[config.mk]
export PLATFORM = sky130hd
export DESIGN_NAME = rgb_hsv_color_convert_top
export DESIGN_NICKNAME = d
export VERILOG_FILES = /design/src/rgbhsv_pkg.sv /design/src/rgbhsv_front.sv /design/src/rgbhsv_fifo.sv /design/src/rgbhsv_back.sv /design/src/rgb_hsv_color_convert_top.sv
export SDC_FILE = /design/constraint.sdc
export NUM_CORES = 2
export LEC_CHECK = 0
export BUFFER_PORTS_ARGS = -buffer_cell sky130_fd_sc_hd__buf_4
export CAP_MARGIN = 20
export CORE_ASPECT_RATIO = 0.5
export CORE_MARGIN = 2
export CORE_UTILIZATION = 60
export DETAILED_ROUTE_END_ITERATION = 6
export PLACE_DENSITY = 0.77
export SYNTH_ARGS = -nofsm -noshare
export SYNTH_HDL_FRONTEND = slang
export SYNTH_SLANG_ARGS = --single-unit
[constraint.sdc]
create_clock -name clk -period 66.1 [get_ports clk]
set_input_delay 6.61 -clock clk [delete_from_list [all_inputs] [get_ports clk]]
set_output_delay 6.61 -clock clk [all_outputs]
set_load 0.01 [all_outputs]
[src/rgbhsv_pkg.sv]
// ----------------------------------------------------------------------------
// rgbhsv_pkg
// Shared constants and codes for the RGB/HSV color converter.
// ----------------------------------------------------------------------------
package rgbhsv_pkg;

    localparam int CHANNEL_BITS_DEF = 8;

    typedef enum logic [0:0] {
        DIR_RGB_TO_HSV = 1'b0,
        DIR_HSV_TO_RGB = 1'b1
    } direction_t;

    typedef enum logic [2:0] {
        SEC_RED_UP   = 3'd0,
        SEC_GRN_DOWN = 3'd1,
        SEC_GRN_UP   = 3'd2,
        SEC_BLU_DOWN = 3'd3,
        SEC_BLU_UP   = 3'd4,
        SEC_RED_DOWN = 3'd5
    } sector_t;

endpackage

[src/rgbhsv_front.sv]
// ----------------------------------------------------------------------------
// rgbhsv_front
// Accepts pixels, classifies them and builds the three-lane division job.
// ----------------------------------------------------------------------------
module rgbhsv_front #(
    parameter int W = 8
) (
    input  logic                        clk,
    input  logic                        rst_n,
    input  logic                        direction,
    input  logic                        in_valid,
    output logic                        in_ready,
    input  logic [W-1:0]                first_channel,
    input  logic [W-1:0]                second_channel,
    input  logic [W-1:0]                third_channel,
    output logic                        job_valid,
    input  logic                        job_ready,
    output logic [3*(3*W+6)+W+4:0]      job_data
);
    import rgbhsv_pkg::*;

    localparam int RW = W + 3;
    localparam int LW = 2 * RW + W;
    localparam int EW = 3 * LW + W + 5;
    localparam logic [W-1:0]   FS = {W{1'b1}};
    localparam logic [2*W-1:0] PF = {FS, {W{1'b0}}};

    // Stage A: classification.
    logic              a_valid_reg;
    logic              a_dir_reg;
    logic              a_grey_reg;
    logic [W-1:0]      a_v_reg;
    logic [2:0]        a_sec_reg;
    logic [W-1:0]      a_delta_reg;
    logic [W-1:0]      a_mx_reg;
    logic [RW-1:0]     a_n_reg;
    logic [RW-1:0]     a_d6_reg;
    logic [W-1:0]      a_fs_reg;
    logic [2*W-1:0]    a_sf_reg;
    logic [2*W-1:0]    a_stf_reg;
    logic              a_ready;

    // Stage B: products, packed into one job.
    logic              b_valid_reg;
    logic [EW-1:0]     b_entry_reg;
    logic              b_ready;

    logic [W-1:0]      mx, mn, delta;
    logic signed [W+3:0] rs, gs, bs, d2s, d4s, d6s, n_raw, n_fix;
    logic [RW-1:0]     d6;
    logic [W+2:0]      h6;
    logic [W-1:0]      frac;
    logic [W:0]        omf;
    logic [2*W-1:0]    sf;
    logic [2*W+1:0]    stf_full;
    logic              grey;

    assign b_ready  = !b_valid_reg || job_ready;
    assign a_ready  = !a_valid_reg || b_ready;
    assign in_ready = a_ready;

    always_comb
    begin
        mx = first_channel;
        mn = first_channel;
        if (second_channel > mx) mx = second_channel;
        if (third_channel > mx)  mx = third_channel;
        if (second_channel < mn) mn = second_channel;
        if (third_channel < mn)  mn = third_channel;
        delta = mx - mn;
        rs  = $signed({4'b0, first_channel});
        gs  = $signed({4'b0, second_channel});
        bs  = $signed({4'b0, third_channel});
        d2s = $signed({3'b0, delta, 1'b0});
        d4s = $signed({2'b0, delta, 2'b0});
        d6s = d2s + d4s;
        d6  = d6s[RW-1:0];
        // Red wins ties over green, green over blue.
        if (first_channel == mx)
            n_raw = gs - bs;
        else if (second_channel == mx)
            n_raw = d2s + bs - rs;
        else
            n_raw = d4s + rs - gs;
        n_fix = (n_raw < 0) ? (n_raw + d6s) : n_raw;

        h6   = {first_channel, 2'b0} + {1'b0, first_channel, 1'b0};
        frac = h6[W-1:0];
        omf  = {1'b1, {W{1'b0}}} - {1'b0, frac};
        sf   = second_channel * frac;
        stf_full = {1'b0, second_channel} * omf;

        if (direction == DIR_HSV_TO_RGB)
            grey = (second_channel == '0);
        else
            grey = (delta == '0);
    end

    always_ff @(posedge clk or negedge rst_n)
    begin
        if (!rst_n)
        begin
            a_valid_reg <= 1'b0;
        end
        else if (a_ready)
        begin
            a_valid_reg <= in_valid;
        end
    end

    always_ff @(posedge clk)
    begin
        if (a_ready && in_valid)
        begin
            a_dir_reg   <= direction;
            a_grey_reg  <= grey;
            a_v_reg     <= (direction == DIR_HSV_TO_RGB) ? third_channel : mx;
            a_sec_reg   <= h6[W+2:W];
            a_delta_reg <= delta;
            a_mx_reg    <= mx;
            a_n_reg     <= n_fix[RW-1:0];
            a_d6_reg    <= d6;
            a_fs_reg    <= FS - second_channel;
            a_sf_reg    <= sf;
            a_stf_reg   <= stf_full[2*W-1:0];
        end
    end

    logic [2*W-1:0] dfs, vfs, qm, tm;
    logic [3*W-1:0] yq, yt;
    logic [LW-1:0]  lane0, lane1, lane2;

    always_comb
    begin
        dfs = {a_delta_reg, {W{1'b0}}} - {{W{1'b0}}, a_delta_reg};
        vfs = a_v_reg * a_fs_reg;
        qm  = PF - a_sf_reg;
        tm  = PF - a_stf_reg;
        yq  = a_v_reg * qm;
        yt  = a_v_reg * tm;
        if (a_dir_reg == DIR_HSV_TO_RGB)
        begin
            lane0 = {3'b0, vfs[2*W-1:W], vfs[W-1:0], 3'b0, FS};
            lane1 = {3'b0, yq[3*W-1:2*W], yq[2*W-1:W], 3'b0, FS};
            lane2 = {3'b0, yt[3*W-1:2*W], yt[2*W-1:W], 3'b0, FS};
        end
        else
        begin
            lane0 = {3'b0, dfs[2*W-1:W], dfs[W-1:0], 3'b0, a_mx_reg};
            lane1 = {a_n_reg, {W{1'b0}}, a_d6_reg};
            lane2 = {{(2*RW+W-1){1'b0}}, 1'b1};
        end
    end

    always_ff @(posedge clk or negedge rst_n)
    begin
        if (!rst_n)
        begin
            b_valid_reg <= 1'b0;
        end
        else if (b_ready)
        begin
            b_valid_reg <= a_valid_reg;
        end
    end

    always_ff @(posedge clk)
    begin
        if (b_ready && a_valid_reg)
        begin
            b_entry_reg <= {a_dir_reg, a_grey_reg, a_v_reg, a_sec_reg, lane2, lane1, lane0};
        end
    end

    assign job_valid = b_valid_reg;
    assign job_data  = b_entry_reg;

endmodule

[src/rgbhsv_fifo.sv]
// ----------------------------------------------------------------------------
// rgbhsv_fifo
// Two-entry queue that decouples the front end from the divider pipeline.
// ----------------------------------------------------------------------------
module rgbhsv_fifo #(
    parameter int EW = 8
) (
    input  logic          clk,
    input  logic          rst_n,
    input  logic          wr_valid,
    output logic          wr_ready,
    input  logic [EW-1:0] wr_data,
    output logic          rd_valid,
    input  logic          rd_ready,
    output logic [EW-1:0] rd_data
);
    import rgbhsv_pkg::*;

    logic [EW-1:0] mem_reg [2];
    logic          wr_ptr_reg;
    logic          rd_ptr_reg;
    logic [1:0]    count_reg;
    logic          push, pop;

    assign wr_ready = (count_reg != 2'd2);
    assign rd_valid = (count_reg != 2'd0);
    assign rd_data  = mem_reg[rd_ptr_reg];
    assign push     = wr_valid && wr_ready;
    assign pop      = rd_valid && rd_ready;

    always_ff @(posedge clk or negedge rst_n)
    begin
        if (!rst_n)
        begin
            wr_ptr_reg <= 1'b0;
            rd_ptr_reg <= 1'b0;
            count_reg  <= 2'd0;
        end
        else
        begin
            if (push) wr_ptr_reg <= !wr_ptr_reg;
            if (pop)  rd_ptr_reg <= !rd_ptr_reg;
            if (push && !pop)
                count_reg <= count_reg + 2'd1;
            else if (pop && !push)
                count_reg <= count_reg - 2'd1;
        end
    end

    always_ff @(posedge clk)
    begin
        if (push)
        begin
            mem_reg[wr_ptr_reg] <= wr_data;
        end
    end

endmodule

[src/rgbhsv_back.sv]
// ----------------------------------------------------------------------------
// rgbhsv_back
// Three-lane restoring divider pipeline, one quotient bit per stage, with
// the final channel selection and the output register.
// ----------------------------------------------------------------------------
module rgbhsv_back #(
    parameter int W = 8
) (
    input  logic                        clk,
    input  logic                        rst_n,
    input  logic                        job_valid,
    output logic                        job_ready,
    input  logic [3*(3*W+6)+W+4:0]      job_data,
    output logic                        out_valid,
    input  logic                        out_ready,
    output logic [W-1:0]                out_first,
    output logic [W-1:0]                out_second,
    output logic [W-1:0]                out_third
);
    import rgbhsv_pkg::*;

    localparam int RW = W + 3;
    localparam int LW = 2 * RW + W;

    logic          en;

    logic [RW-1:0] rem_src [0:W-1][3];
    logic [W-1:0]  lo_src  [0:W-1][3];
    logic [W-1:0]  quo_src [0:W-1][3];
    logic [RW-1:0] div_src [0:W-1][3];
    logic          vld_src [0:W-1];
    logic          dir_src [0:W-1];
    logic          grey_src[0:W-1];
    logic [W-1:0]  v_src   [0:W-1];
    logic [2:0]    sec_src [0:W-1];

    logic [RW-1:0] rem_reg [1:W][3];
    logic [W-1:0]  lo_reg  [1:W][3];
    logic [W-1:0]  quo_reg [1:W][3];
    logic [RW-1:0] div_reg [1:W][3];
    logic          vld_reg [1:W];
    logic          dir_reg [1:W];
    logic          grey_reg[1:W];
    logic [W-1:0]  v_reg   [1:W];
    logic [2:0]    sec_reg [1:W];

    logic          out_valid_reg;
    logic [W-1:0]  out_first_reg, out_second_reg, out_third_reg;

    // The whole pipeline advances together whenever the output can move.
    assign en        = !out_valid_reg || out_ready;
    assign job_ready = en;

    always_comb
    begin
        for (int l = 0; l < 3; l++)
        begin
            div_src[0][l] = job_data[l*LW +: RW];
            lo_src[0][l]  = job_data[l*LW+RW +: W];
            rem_src[0][l] = job_data[l*LW+RW+W +: RW];
            quo_src[0][l] = '0;
        end
        vld_src[0]  = job_valid;
        sec_src[0]  = job_data[3*LW +: 3];
        v_src[0]    = job_data[3*LW+3 +: W];
        grey_src[0] = job_data[3*LW+3+W];
        dir_src[0]  = job_data[3*LW+4+W];
        for (int k = 1; k < W; k++)
        begin
            for (int l = 0; l < 3; l++)
            begin
                div_src[k][l] = div_reg[k][l];
                lo_src[k][l]  = lo_reg[k][l];
                rem_src[k][l] = rem_reg[k][l];
                quo_src[k][l] = quo_reg[k][l];
            end
            vld_src[k]  = vld_reg[k];
            sec_src[k]  = sec_reg[k];
            v_src[k]    = v_reg[k];
            grey_src[k] = grey_reg[k];
            dir_src[k]  = dir_reg[k];
        end
    end

    genvar gk, gl;
    generate
        for (gk = 0; gk < W; gk++)
        begin : g_stage
            always_ff @(posedge clk or negedge rst_n)
            begin
                if (!rst_n)
                    vld_reg[gk+1] <= 1'b0;
                else if (en)
                    vld_reg[gk+1] <= vld_src[gk];
            end

            always_ff @(posedge clk)
            begin
                if (en)
                begin
                    dir_reg[gk+1]  <= dir_src[gk];
                    grey_reg[gk+1] <= grey_src[gk];
                    v_reg[gk+1]    <= v_src[gk];
                    sec_reg[gk+1]  <= sec_src[gk];
                end
            end

            for (gl = 0; gl < 3; gl++)
            begin : g_lane
                logic [RW:0] trial;
                logic [RW:0] diff;
                logic        ge;

                assign trial = {rem_src[gk][gl], lo_src[gk][gl][W-1]};
                assign ge    = (trial >= {1'b0, div_src[gk][gl]});
                assign diff  = trial - {1'b0, div_src[gk][gl]};

                always_ff @(posedge clk)
                begin
                    if (en)
                    begin
                        rem_reg[gk+1][gl] <= ge ? diff[RW-1:0] : trial[RW-1:0];
                        lo_reg[gk+1][gl]  <= {lo_src[gk][gl][W-2:0], 1'b0};
                        quo_reg[gk+1][gl] <= {quo_src[gk][gl][W-2:0], ge};
                        div_reg[gk+1][gl] <= div_src[gk][gl];
                    end
                end
            end
        end
    endgenerate

    logic [W-1:0] o1, o2, o3, pq, qq, tq, vv;

    always_comb
    begin
        vv = v_reg[W];
        pq = quo_reg[W][0];
        qq = quo_reg[W][1];
        tq = quo_reg[W][2];
        if (dir_reg[W] == DIR_RGB_TO_HSV)
        begin
            o1 = grey_reg[W] ? '0 : qq;
            o2 = grey_reg[W] ? '0 : pq;
            o3 = vv;
        end
        else if (grey_reg[W])
        begin
            o1 = vv;
            o2 = vv;
            o3 = vv;
        end
        else
        begin
            case (sec_reg[W])
                SEC_RED_UP:   begin o1 = vv; o2 = tq; o3 = pq; end
                SEC_GRN_DOWN: begin o1 = qq; o2 = vv; o3 = pq; end
                SEC_GRN_UP:   begin o1 = pq; o2 = vv; o3 = tq; end
                SEC_BLU_DOWN: begin o1 = pq; o2 = qq; o3 = vv; end
                SEC_BLU_UP:   begin o1 = tq; o2 = pq; o3 = vv; end
                default:      begin o1 = vv; o2 = pq; o3 = qq; end
            endcase
        end
    end

    always_ff @(posedge clk or negedge rst_n)
    begin
        if (!rst_n)
            out_valid_reg <= 1'b0;
        else if (en)
            out_valid_reg <= vld_reg[W];
    end

    always_ff @(posedge clk)
    begin
        if (en && vld_reg[W])
        begin
            out_first_reg  <= o1;
            out_second_reg <= o2;
            out_third_reg  <= o3;
        end
    end

    assign out_valid  = out_valid_reg;
    assign out_first  = out_first_reg;
    assign out_second = out_second_reg;
    assign out_third  = out_third_reg;

endmodule

[src/rgb_hsv_color_convert_top.sv]
// ----------------------------------------------------------------------------
// rgb_hsv_color_convert_top
// Streaming per-pixel converter between RGB and HSV color spaces.
// ----------------------------------------------------------------------------
// Pixels arrive on the input channel (in_valid/in_ready) with three channel
// fields and leave on the output channel (out_valid/out_ready). Each input
// transaction yields exactly one output transaction, in order.
// The direction register is loaded through the configuration channel
// (cfg_valid/cfg_ready/cfg_data). It is always ready; bit 0 of the data
// selects RGB to HSV (0) or HSV to RGB (1). Write it only while idle.
// Throughput is one pixel per clock while nothing stalls. An accepted pixel
// passes in order through the first front stage, which loads on the edge
// that accepts it, the second front stage and the queue write, then one
// divider stage per quotient bit of the three-lane restoring divider, and
// finally the output register. The divider depth is what sets the latency.
// Reset (rst_n low, asynchronous) clears all valid flags and the queue and
// returns the direction to RGB to HSV.
// When the receiver stalls, the divider pipeline freezes behind the output
// register; the two-entry queue and the front stages keep accepting until
// they fill, then in_ready drops.
// ----------------------------------------------------------------------------
module rgb_hsv_color_convert_top #(
    parameter int CHANNEL_BITS = rgbhsv_pkg::CHANNEL_BITS_DEF
) (
    input  logic                    clk,
    input  logic                    rst_n,
    input  logic                    cfg_valid,
    output logic                    cfg_ready,
    input  logic                    cfg_data,
    input  logic                    in_valid,
    output logic                    in_ready,
    input  logic [CHANNEL_BITS-1:0] first_channel,
    input  logic [CHANNEL_BITS-1:0] second_channel,
    input  logic [CHANNEL_BITS-1:0] third_channel,
    output logic                    out_valid,
    input  logic                    out_ready,
    output logic [CHANNEL_BITS-1:0] out_first,
    output logic [CHANNEL_BITS-1:0] out_second,
    output logic [CHANNEL_BITS-1:0] out_third
);
    import rgbhsv_pkg::*;

    localparam int W  = CHANNEL_BITS;
    localparam int EW = 3 * (3 * W + 6) + W + 5;

    logic          direction_reg;
    logic          job_valid, job_ready;
    logic [EW-1:0] job_data;
    logic          q_valid, q_ready;
    logic [EW-1:0] q_data;

    // Configuration is a single register and never backpressures.
    assign cfg_ready = 1'b1;

    always_ff @(posedge clk or negedge rst_n)
    begin
        if (!rst_n)
            direction_reg <= DIR_RGB_TO_HSV;
        else if (cfg_valid && cfg_ready)
            direction_reg <= cfg_data;
    end

    // Front end: max/min, sector and the products that feed the dividers.
    rgbhsv_front #(.W(W)) u_front (
        .clk            (clk),
        .rst_n          (rst_n),
        .direction      (direction_reg),
        .in_valid       (in_valid),
        .in_ready       (in_ready),
        .first_channel  (first_channel),
        .second_channel (second_channel),
        .third_channel  (third_channel),
        .job_valid      (job_valid),
        .job_ready      (job_ready),
        .job_data       (job_data)
    );

    // Short queue so the front end and the divider stall independently.
    rgbhsv_fifo #(.EW(EW)) u_fifo (
        .clk      (clk),
        .rst_n    (rst_n),
        .wr_valid (job_valid),
        .wr_ready (job_ready),
        .wr_data  (job_data),
        .rd_valid (q_valid),
        .rd_ready (q_ready),
        .rd_data  (q_data)
    );

    // Back end: division pipeline and channel selection.
    rgbhsv_back #(.W(W)) u_back (
        .clk        (clk),
        .rst_n      (rst_n),
        .job_valid  (q_valid),
        .job_ready  (q_ready),
        .job_data   (q_data),
        .out_valid  (out_valid),
        .out_ready  (out_ready),
        .out_first  (out_first),
        .out_second (out_second),
        .out_third  (out_third)
    );

endmodule

== After elaboration in Yosys (flattened, before gate mapping) ==
Memory sizes are Yosys's and may differ from the RTL's.
Index checks and enable logic that the tools add are counted.

* Multipliers: 5
* Magnitude comparators: 29
* Mux-type cells: 53
* Equality and inequality tests: 7
* Add/subtract/negate cells: 40
* Reductions and logical operators: 26

{| class="wikitable"
|+ Operators by type and width
! operator !! count
|-
| $ge A12 B11 Y1 || 24
|-
| $mux W11 || 25
|-
| $sub A11 B11 Y11 || 24
|-
| $mux W8 || 14
|-
| $pmux W8 S3 || 3
|-
| $mux W27 || 2
|-
| $mul A8 B16 Y24 || 2
|-
| $mul A8 B8 Y16 || 2
|-
| $sub A16 B16 Y16 const A || 2
|-
| $mux W12 || 2
|-
| $sub A12 B9 Y12 || 2
|-
| $eq A8 B8 Y1 || 2
|-
| $gt A8 B8 Y1 || 2
|-
| $logic_not A8 Y1 || 2
|-
| $lt A8 B8 Y1 || 2
|-
| $mul A8 B9 Y16 || 1
|-
| $sub A16 B8 Y16 || 1
|-
| $lt A12 B1 Y1 const B || 1
|-
| $add A10 B8 Y11 || 1
|-
| $add A10 B9 Y11 || 1
|-
| $add A11 B11 Y11 || 1
|-
| $add A9 B10 Y11 || 1
|-
| $add A9 B8 Y10 || 1
|-
| $sub A8 B8 Y9 || 1
|-
| other kinds (17) || 41
|}

* Bits of input ports: 30
* Flip-flop bits (word level): 234
* Memories: 9
* Output and inout bits: 27
* RAM bits: 1198

{| class="wikitable"
|+ Memory list
! name !! words !! bits a word !! read ports !! clocked after memory_dff !! wr ports !! RTL line !! RTL
|-
| u_back.div_reg || 8 || 33 || 7 || 0 || 8 || rgbhsv_back.sv:40 || <nowiki>logic [RW-1:0] div_reg [1:W][3];</nowiki>
|-
| u_back.rem_reg || 8 || 33 || 7 || 0 || 8 || rgbhsv_back.sv:37 || <nowiki>logic [RW-1:0] rem_reg [1:W][3];</nowiki>
|-
| u_fifo.mem_reg || 2 || 103 || 1 || 0 || 1 || rgbhsv_fifo.sv:19 || <nowiki>logic [EW-1:0] mem_reg [2];</nowiki>
|-
| u_back.quo_reg || 8 || 24 || 8 || 0 || 8 || rgbhsv_back.sv:39 || <nowiki>logic [W-1:0] quo_reg [1:W][3];</nowiki>
|-
| u_back.lo_reg || 8 || 21 || 7 || 0 || 8 || rgbhsv_back.sv:38 || <nowiki>logic [W-1:0] lo_reg [1:W][3];</nowiki>
|-
| u_back.v_reg || 8 || 8 || 8 || 0 || 8 || rgbhsv_back.sv:44 || <nowiki>logic [W-1:0] v_reg [1:W];</nowiki>
|-
| 3 more memories || -- || -- || -- || -- || -- || -- ||
|}

== Depth between registers and ports, before layout ==
* Depth in word-level cells: 11
* Depth in mapped cells: 46

== Cells and area by module ==
From an unflattened synthesis, not the netlist that was laid out.

* Cells, all modules: 5784
* Area total of the unflattened synthesis: 71880.2 µm²

{| class="wikitable"
|+ By module, submodules not included
! module !! times used !! area an instance (µm²) !! cells an instance
|-
| rgbhsv_back || 1 || 40005.9 || 2931
|-
| rgbhsv_front || 1 || 23944.2 || 2510
|-
| rgbhsv_fifo || 1 || 7878.8 || 339
|-
| rgb_hsv_color_convert_top || 1 || 51.3 || 4
|}

== Worst setup path after synthesis ==
OpenSTA, ideal clock, no wires.

* Path type: input-to-reg
* From: input port out_ready
* To: register u_back.vld_reg[0] (netlist bit)
* Path buffers: 1
* Library setup time: 0.166 ns
* Setup slack: 38.814 ns
* Data arrival time: 27.120 ns
* Stages: 3
* Cells stage by stage: nand2b_1 > clkbuf_1 > mux2_2

* Cells in the longest elaborated chain, start to end: 1

{| class="wikitable"
|+ RTL lines
! what !! RTL line !! RTL
|-
| from (decl) || rgb_hsv_color_convert_top.sv:36 || <nowiki>input logic out_ready,</nowiki>
|-
| $logic_or A1 B1 Y1 || rgbhsv_back.sv:51 || <nowiki>assign en = !out_valid_reg || out_ready;</nowiki>
|-
| to (signal, indexed assignment) || rgbhsv_back.sv:94 || <nowiki>vld_reg[gk+1] <= vld_src[gk];</nowiki>
|-
| to (decl) || rgbhsv_back.sv:41 || <nowiki>logic vld_reg [1:W];</nowiki>
|}

Every way passes these cells.
A chain may end at the register's enable or synchronous reset.

== Worst setup path in the final report ==
* From: input port first_channel[1]
* To: register u_front.a_n_reg[10] (data pin)

* Cells in the longest elaborated chain, start to end: 11
* Elaborated cells on any way between the ends: 21
* Those cells by class: add/sub (7); order compare (5); eq/ne (2); mux (7)

{| class="wikitable"
|+ RTL lines
! what !! RTL line !! RTL
|-
| from (decl) || rgb_hsv_color_convert_top.sv:32 || <nowiki>input logic [CHANNEL_BITS-1:0] first_channel,</nowiki>
|-
| $gt A8 B8 Y1 or $lt A8 B8 Y1 (tied branches) || rgbhsv_front.sv:66, rgbhsv_front.sv:68 ||
|-
| $mux W8, on equally long branches || rgbhsv_front.sv:66, rgbhsv_front.sv:68 ||
|-
| $gt A8 B8 Y1 or $lt A8 B8 Y1 (tied branches) || rgbhsv_front.sv:67, rgbhsv_front.sv:69 ||
|-
| $mux W8, on equally long branches || rgbhsv_front.sv:67, rgbhsv_front.sv:69 ||
|-
| $sub A8 B8 Y8 (*) || rgbhsv_front.sv:70 || <nowiki>delta = mx - mn;</nowiki>
|-
| via u_front.delta[2] || rgbhsv_front.sv:48 || <nowiki>logic [W-1:0] mx, mn, delta;</nowiki>
|-
| $add A10 B8 Y11 or $add A9 B8 Y10 (tied branches) || rgbhsv_front.sv:84, rgbhsv_front.sv:82 ||
|-
| $sub A12 B9 Y12, on equally long branches || rgbhsv_front.sv:84, rgbhsv_front.sv:82 ||
|-
| $mux W12 || rgbhsv_front.sv:81 || <nowiki>else if (second_channel == mx)</nowiki>
|-
| $mux W12 || rgbhsv_front.sv:79 || <nowiki>if (first_channel == mx)</nowiki>
|-
| $add A11 B11 Y11 or $lt A12 B1 Y1 (tied branches) || rgbhsv_front.sv:85 || <nowiki>n_fix = (n_raw < 0) ? (n_raw + d6s) : n_raw;</nowiki>
|-
| $mux W11 (*) || rgbhsv_front.sv:85 ||
|-
| via u_front.n_fix[10] || rgbhsv_front.sv:49 || <nowiki>logic signed [W+3:0] rs, gs, bs, d2s, d4s, d6s, n_raw, n_fix;</nowiki>
|-
| to (signal assigned) || rgbhsv_front.sv:121 || <nowiki>a_n_reg <= n_fix[RW-1:0];</nowiki>
|-
| to (decl) || rgbhsv_front.sv:36 || <nowiki>logic [RW-1:0] a_n_reg;</nowiki>
|}

The timed path passes the listed nets; every way through them passes the cells marked *.

==> reports/results.tsv <==
metric	value	unit
wl_met2	57.1	mm
drt_iter0_drc	2935	
ant_nets	0	
skew	0.0633	ns
fin_crit	15.61	ns
vias	38047	
grt_pass1_vias	38205	
cts_buffer_depth	3	
cts.clk_slew.worst_paths	0.08	ns
synthesis.nets	6055	
fp.dieW	460	um
ys_types	85	
drive_gt1_share	7.26	%
path_class	in2reg	
syn_area	0.0624	mm2
seq_area	0.0310	mm2
grt.total_usage	23.7	%
finalSetupTns	0	ns
syn-mean-instance-area	11.9	um2
initial_core_util	60.7	%
drt-met1-wl	58.8	mm
post_cts_buffers	0	
tightest_slew	1.04	ns
grt_pass1_wl	202	mm
htree_levels	3	
final_nets	6096	
rsz0062_at_grt	no	
syn2layout_area_growth	8.04	%
end_kind	flip-flop	
timing.slew.headroom	30.9	%
yosys_warnings	0	
cts_buffers	90	
multi_input_area	0.0284	mm2
fill_cells	7308	
fp.coreArea	0.103	mm2
antenna_cells	0	
cpPeakStageDelay	0.78	ns
fmax	64.0	MHz
cts_sinks	1035	
synthArstFlopShare	1.55	%
slew_violations	0	
maxCapViolCount	0	
dp_hpwl	90.5	mm
final.setup.worst_slack	50.49	ns
ios	57	
wl_met3	5.60	mm
antenna_found_initial	0	
clk_latency	0.71	ns
drc	0	
start_kind	input port	
status	finished clean	
dp_slack	49.93	ns
routed_via_density	5.67	
synth_enable_flop_cells	1019	
port-buffer-count	55	
die_area	0.107	mm2
largest_reg_flops	231	
crit_required	66.54	ns
placementRows	83	
worst_hold_path_type	reg2reg	
synthCells	5233	
cts_resized	0	
critical_path.most_common_cell	ha_1	
fin_util	65.6	%
dieHeight	232	um
crit_fanout	23	
wl_per_cell	18.4	um
setup_viol	0	
synth_flop_cell	edfxtp_1	
hold_viol	0	
wl	124	mm
worst_hold_slack	0.371	ns
cts-root-buf	clkbuf_16	
cp.arrival	16.06	ns
cts_tree	yes	
synth_seq_area_share	49.7	%
place.gp.congestion	0.883	
ys_seq_elements	1035	
crit_path_top_delay_cell	or2_0	
highest_layer	met4	
overflow	0	
grt_max_degree	90	
ctsHoldBuffers	0	
min_period_over_period	23.6	%
firstDrtPassIters	5	
[placed cells by master, fill, tap and decap left out, types with 17 or more instances in the layout]
cell type | netlist | final
a211oi_1 | 28 | 28
a21boi_0 | 17 | 17
a21o_1 | 112 | 112
a21oi_1 | 244 | 244
a22o_1 | 24 | 24
and2_1 | 206 | 204
buf_4 | 1 | 95
clkbuf_1 | 128 | 17
clkbuf_16 | 0 | 90
clkinv_2 | 0 | 17
edfxtp_1 | 1019 | 1019
fa_1 | 285 | 285
ha_1 | 507 | 507
inv_1 | 649 | 649
mux2_2 | 96 | 96
mux2i_1 | 68 | 68
nand2_1 | 420 | 420
nand2b_1 | 89 | 88
nand3_1 | 49 | 49
nand4_1 | 39 | 39
nor2_1 | 200 | 199
nor2b_1 | 101 | 101
nor3_1 | 45 | 45
nor4_1 | 27 | 27
o21ai_0 | 255 | 255
o21bai_1 | 60 | 60
o31ai_1 | 39 | 39
or2_2 | 26 | 26
xnor2_1 | 195 | 195
xor2_1 | 109 | 109
[worst paths after layout]
kind | slack (ns) | endpoint | cells after the start | start
max | 50.49 | u_front.a_n_reg[10]$_DFFE_PP_ | 40 | first_channel[1]
max reg2reg | 58.25 | u_front.job_data[54]$_DFFE_PP_ | 24 | u_front.a_stf_reg[1]$_DFFE_PP_
max in group asynchronous | 59.99 | u_fifo.rd_ptr_reg$_DFFE_PN0P_ | 1 | rst_n
min in group asynchronous | 5.79 | u_back.out_valid$_DFFE_PN0N_ | 1 | rst_n
min | 0.37 | u_back.lo_reg[0][61]$_DFFE_PN_ | 0 | u_back.lo_reg[0][39]$_DFFE_PN_
min reg2reg | 0.37 | u_back.lo_reg[0][61]$_DFFE_PN_ | 0 | u_back.lo_reg[0][39]$_DFFE_PN_
[through the flow]
stage | instances | cell area, um2
floorplan | 5233 | 62400
global placement | 6537 | 64300
detailed placement | 6538 | 64300
CTS | 6703 | 67400
global route | 6707 | 67400
finish | 6707 | 67400
[cells in the mapped netlist, types with 109 or more instances]
cell type,number,area [um2]
a21oi_1,244,1220
edfxtp_1,1019,30600
nand2_1,420,1580
ha_1,507,6340
inv_1,649,2440
fa_1,285,5710
clkbuf_1,128,480
a21o_1,112,841
nor2_1,200,751
o21ai_0,255,1280
and2_1,206,1290
xor2_1,109,955
xnor2_1,195,1710
[area by class of cell]
cell class              count  share of cell area [%]
clock buffers             114                    3.58
clock inverters            51                    1.07
multi-input cells        3400                    42.2
inverters                 651                    3.62
flip-flops and latches   1035                    46.0
repair buffers             96                    1.08
well taps                1360                    2.52
[logic make-up (layout without fill, tap and decap cells)]
kind of cell               count (synthesis)  count (layout)  share of synthesized area (%)
buffers and inverters                    798             912                           4.84
and+or+nand+nor                         1257            1257                           10.1
AOI/OAI and AO/OA                        871             871                           8.69
adders and majority gates                793             793                           19.3
muxes                                    171             171                           2.99
other                                      1               1                        0.00601
xor gates and xnor gates                 307             307                           4.37
DFF                                     1035            1035                           49.7
[critical path: cells and delay by family]
family	cells	cell delay, ns
AO/OA/AOI/OAI	16	2.95
adder cells (fa/ha/maj)	7	2.35
XOR/XNOR	5	1.44
AND/OR/NAND/NOR	5	1.42
buffers and inverters	5	0.75
multiplexers	2	0.50
[layer usage]
metal  vias to the layer above  track usage, %
met5                         -               0
met4                         0            4.69
met2                       875            37.9
met1                     18771            35.1
met3                       152            3.28
li1                      18249               -
Power is not shown: default switching activity piles up to over one toggle a cycle in this logic, so the estimate is an artifact.
